**config.mk**
```make
export PLATFORM = sky130hd
export DESIGN_NAME = lrukv_cell
export DESIGN_NICKNAME = d
export VERILOG_FILES = /design/src/rtl/core/lrukv_pkg.sv /design/src/rtl/core/lrukv_cell.sv
export SDC_FILE = /design/constraint.sdc
export NUM_CORES = 1
export LEC_CHECK = 0
export ABC_CLOCK_PERIOD_IN_PS = 1300
export CAP_MARGIN = 20
export CORE_MARGIN = 8
export CORE_UTILIZATION = 40
export CTS_BUF_LIST = sky130_fd_sc_hd__clkbuf_4 sky130_fd_sc_hd__clkbuf_8
export DETAILED_ROUTE_END_ITERATION = 10
export DONT_BUFFER_PORTS = 1
export PLACE_DENSITY = 0.57
export SLEW_MARGIN = 30
export SYNTH_ARGS = -nofsm -noshare
export SYNTH_HDL_FRONTEND = slang
export SYNTH_SLANG_ARGS = --single-unit
export TNS_END_PERCENT = 10
```
**constraint.sdc**
```tcl
create_clock -name clk_i -period 1.3 [get_ports clk_i]
set_clock_uncertainty 0.15 [all_clocks]
set_input_delay 0.065 -clock clk_i [delete_from_list [all_inputs] [get_ports clk_i]]
set_output_delay 0.065 -clock clk_i [all_outputs]
set_load 0.005 [all_outputs]
```
**src/rtl/core/lrukv_pkg.sv**
```systemverilog
package lrukv_pkg;

  localparam int unsigned CAPACITY_DEF  = 64;
  localparam int unsigned KEY_W_DEF     = 32;
  localparam int unsigned VALUE_W_DEF   = 32;

  localparam int unsigned KIND_W        = 2;
  localparam int unsigned CFG_W         = 7;
  localparam int unsigned OCC_W         = 7;
  localparam int unsigned APB_DW        = 32;
  localparam int unsigned APB_AW        = 3;

  localparam logic [CFG_W-1:0] LIMIT_RESET = 7'd50;

  localparam logic [KIND_W-1:0] KIND_LOOKUP = 2'd0;
  localparam logic [KIND_W-1:0] KIND_INSERT = 2'd1;
  localparam logic [KIND_W-1:0] KIND_CLEAR  = 2'd2;

  // register index taken from paddr[2]
  localparam logic REG_CAP_LIMIT = 1'b0;

  typedef struct packed {
    logic cmp;    // capture key compare
    logic shift;  // take neighbour's entry
  } lrukv_cell_ctl_t;

endpackage

```
**src/rtl/core/lrukv_cell.sv**
```systemverilog
module lrukv_cell #(
  parameter int unsigned KEY_WIDTH   = lrukv_pkg::KEY_W_DEF,
  parameter int unsigned VALUE_WIDTH = lrukv_pkg::VALUE_W_DEF
) (
  input  logic                         clk_i,
  input  lrukv_pkg::lrukv_cell_ctl_t   ctl_i,
  input  logic                         valid_i,
  input  logic [KEY_WIDTH-1:0]         srch_key_i,
  input  logic [KEY_WIDTH-1:0]         prev_key_i,
  input  logic [VALUE_WIDTH-1:0]       prev_value_i,
  output logic [KEY_WIDTH-1:0]         key_o,
  output logic [VALUE_WIDTH-1:0]       value_o,
  output logic                         match_o
);

  logic [KEY_WIDTH-1:0]   key_q;
  logic [VALUE_WIDTH-1:0] value_q;
  logic                   match_q;

  always_ff @(posedge clk_i) begin
    if (ctl_i.cmp) begin
      match_q <= valid_i && (key_q == srch_key_i);
    end
    if (ctl_i.shift) begin
      key_q   <= prev_key_i;
      value_q <= prev_value_i;
    end
  end

  assign key_o   = key_q;
  assign value_o = value_q;
  assign match_o = match_q;

endmodule

```
* Word-level counts from Yosys, hierarchy flattened
Index checks and enable logic that the tools add are counted.
W data, S select, Z words.
** Operators by class
- Eq/ne operators :: 1
- Reductions and logical operators :: 1
** Operators by type and width (number)
- $eq A32 B32 Y1 :: 1
- $logic_and A1 B1 Y1 :: 1
** Storage, ports and cells
- Register bits after elaboration :: 65
- Bits of input ports :: 100
- Output and inout port bits :: 65

* Logic depth before layout (Yosys ltp)
- Depth after elaboration :: 2
- Depth in mapped cells :: 4
- Depth with buffers taken out :: 4

* Worst setup path before layout
OpenSTA, ideal clock, no wires.
- Path type :: flip-flop to flip-flop
- Start point :: reg key_q[15], in the netlist key_o[15]
- End point :: reg match_q, in the netlist match_o, data pin
- Setup time :: 150 ps
- Arrival time :: 1098 ps
- Data required time :: 1000 ps
- Setup slack :: -98 ps
- Cell stages (with the launch flop) :: 5
- Cell sequence :: edfxtp_1 > xor2_1 > nor4_1 > nand4_1 > nor3_2
** On the way
- Word-level cells in the longest chain between the ends :: 2
** Ends and longest elaborated chain
- start: declaration :: line lrukv_cell.sv:16 : logic [KEY_WIDTH-1:0] key_q;
- start signal: assignment :: line lrukv_cell.sv:25 : key_q <= prev_key_i;
- $eq A32 B32 Y1 :: line lrukv_cell.sv:22 : match_q <= valid_i && (key_q == srch_key_i);
- $logic_and A1 B1 Y1 :: line lrukv_cell.sv:22
- end signal: assignment :: line lrukv_cell.sv:22
- end: declaration :: line lrukv_cell.sv:18 : logic match_q;
Every way passes these cells.
A chain may end at the register's enable or synchronous reset.

* Final worst setup path
- Start point :: reg key_q[31], in the netlist key_o[31]
- End point :: reg match_q, in the netlist match_o, data pin
The elaborated chain is that of the path after synthesis.

==> results.json <==
{
  "status": "finished with violations",
  "violations": "hold timing, setup timing",
  "final-max-slew-violation-count": 0,
  "cts_inserted_buffers": 9,
  "drive_gt1_share_pct": 22.5,
  "cp-end-kind": "flop",
  "yosysTopAreaCell": "edfxtp_1",
  "register_area_um2": 1950,
  "multiInputGateArea_um2": 374,
  "area_growth_pct": 51.8,
  "arrival_ps": 1500,
  "diodes": 0,
  "r2r-end": "match_o",
  "ys_seq_area_share_pct": 84.6,
  "clock-sinks": 65,
  "cts_tree": "done",
  "fin_crit_ps": 1480,
  "start_util_pct": 41.6,
  "post_cts.repair.setup_buffers": 0,
  "cts_hold_buf": 67,
  "reg2reg_depth": 4,
  "first_iter_violations": 50,
  "p_leak_nw": 1.30,
  "nets": 318,
  "vias": 1406,
  "track_usage_pct": 14.6,
  "power_mw": 4.58,
  "vdd_ir_drop_max_v": 0.000800,
  "syn-num-nets": 209,
  "crit-reg2reg-launch": "key_o[31]",
  "synth.avg_cell_area_um2": 21.2,
  "syn_inst": 109,
  "clkSlewWorstSetupHoldPaths_ps": 70,
  "cp-start-kind": "flop",
  "placeableCoreArea_um2": 5540,
  "clockBufferDepth": 2,
  "fillers": 400,
  "place.gp.congestion": 0.805,
  "path_cells": "xor2_1, nor4_1, nand4_1, nor3_2",
  "drt-total-wl_um": 6160,
  "crit_fanout": 2,
  "crit_path_max_incr_delay_ps": 410,
  "ant_nets": 0,
  "worstHoldPathType": "input port to flop",
  "die_h_um": 91.9,
  "grt_pass1_vias": 1671,
  "grt_start_max_net_pins": 65,
  "placementRows": 27,
  "finalSetupViolations": 1,
  "final.setup.worst_slack_ps": -179,
  "finalSetupTns_ps": -179,
  "finalHoldViolations": 64,
  "dieWidth_um": 91.9,
  "syn_area_um2": 2310,
  "max_freq_ghz": 0.676,
  "dieArea_um2": 8450,
  "boundaryPins": 165,
  "critPathCapture": "match_o",
  "htreeDepth": 3,
  "drcViolationCount": 0,
  "grt_pass1_wl_um": 9160,
  "power_density_nw_per_um2": 1310,
  "max_cap_violations": 0,
  "holdWs_ps": -304,
  "crit_type": "flop to flop",
  "routedWlPerCell_um": 21.0,
  "critPathSlowestCell": "edfxtp_1",
  "antenna_found_initial": 0,
  "ys_seq_elements": 65,
  "port_buffers": 0,
  "synth_cell_types": 8,
  "cts-root-buf": "clkbuf_8",
  "maxSlewHeadroom_pct": 80.4,
  "synth_top_area_share_pct": 84.6,
  "grt_overflow": 0,
  "required_ps": 1320,
  "clock_latency_ps": 320,
  "dp_hpwl_um": 4350,
  "rrSetupSlack_ps": -180,
  "period_share_pct": 114,
  "firstDrtPassIters": 4,
  "vias_per_cell": 4.78,
  "rsz0062_at_grt": "yes",
  "startpoint": "key_o[31]",
  "tightest_slew_ps": 291,
  "yosys-top-cells-area": "edfxtp_1, xor2_1, nor4_1",
  "yosysWarnings": 0
}
sequential cells by signal, summed over array words and instances (netlist names):
signal,count
key_o,32
match_o,1
value_o,32
critical path, delay by kind of cell (launching register included):
family,cells,cell delay (ps)
xor+xnor,1,170
flops,1,410
simple gates,3,600
stage by stage:
step           util (%)  instances  area, um^2  worst slack, ps  hold WS [ps]
2_1_floorplan         -        109        2310            -75.9          13.9
3_5_place_dp       47.5        212        2630             -282          14.0
4_1_cts            63.2        294        3500             -211          -319
3_3_place_gp       47.5        212        2630             -211          14.0
6_report           63.2        294        3500             -179          -304
5_1_grt            63.2        294        3500             -288          -327
what timing repair did:
action	4_1_cts	5_1_grt
setup endpoints to repair	1	1
endpoints found under the hold margin	130	64
pin swaps	2	0
resized for setup	3	0
kinds of logic (layout without fill, tap and decap cells):
kind of cell | after synthesis | count (layout) | synth area share, %
xor+xnor | 32 | 32 | 12.1
buf+inv | 0 | 113 | 0
simple gates | 12 | 12 | 3.25
flops | 65 | 65 | 84.6
cell type report:
type,instances,share of cell area (%)
Sequential cell,65,55.7
Timing Repair Buffer,98,25.8
Multi-Input combinational cell,44,10.7
Clock buffer,9,3.54
Tap cell,72,2.57
Clock inverter,6,1.71
where the power goes:
group / switching (mW) / internal (mW)
Sequential: 0.112 / 2.50
Combinational: 0.126 / 0.280
Clock: 0.697 / 0.862
layer usage:
metal  global-route usage, %  part of all wire (%)  up-vias  wire length [um]
li1                        -                     -      633                 -
met1                    12.3                    31      638              1930
met2                    24.3                    49      118              3050
met3                    10.7                    16       17              1010
met4                    8.99                   2.7        0               166
met5                       0                     0        -                 0
cells in the mapped netlist:
cell,number
edfxtp_1,65
xor2_1,31
nand3_1,2
nand4_1,1
xnor2_1,1
nor3_2,1
nor4_1,7
nor3_1,1
worst min path at each step:
stage	cells past startpoint	from	slack (ps)	to
3_3_place_gp	0	prev_value_i[23]	10	value_o[23]
6_report	0	ctl_i[0]	-300	value_o[14]
4_1_cts	0	ctl_i[0]	-320	value_o[22]
3_5_place_dp	0	prev_key_i[3]	10	key_o[3]
5_1_grt	0	ctl_i[0]	-330	value_o[28]
2_1_floorplan	0	prev_key_i[0]	10	key_o[0]
layout by cell type, fill, tap and decap left out, drive strengths merged:
cell / n
clkinvlp: 2
nand4: 1
edfxtp: 65
clkinv: 3
bufinv: 1
nand3: 2
xnor2: 1
xor2: 31
dlygate4sd3: 67
nor3: 2
nor4: 7
buf: 31
clkbuf: 9
Power figures use the tool's default switching activity.
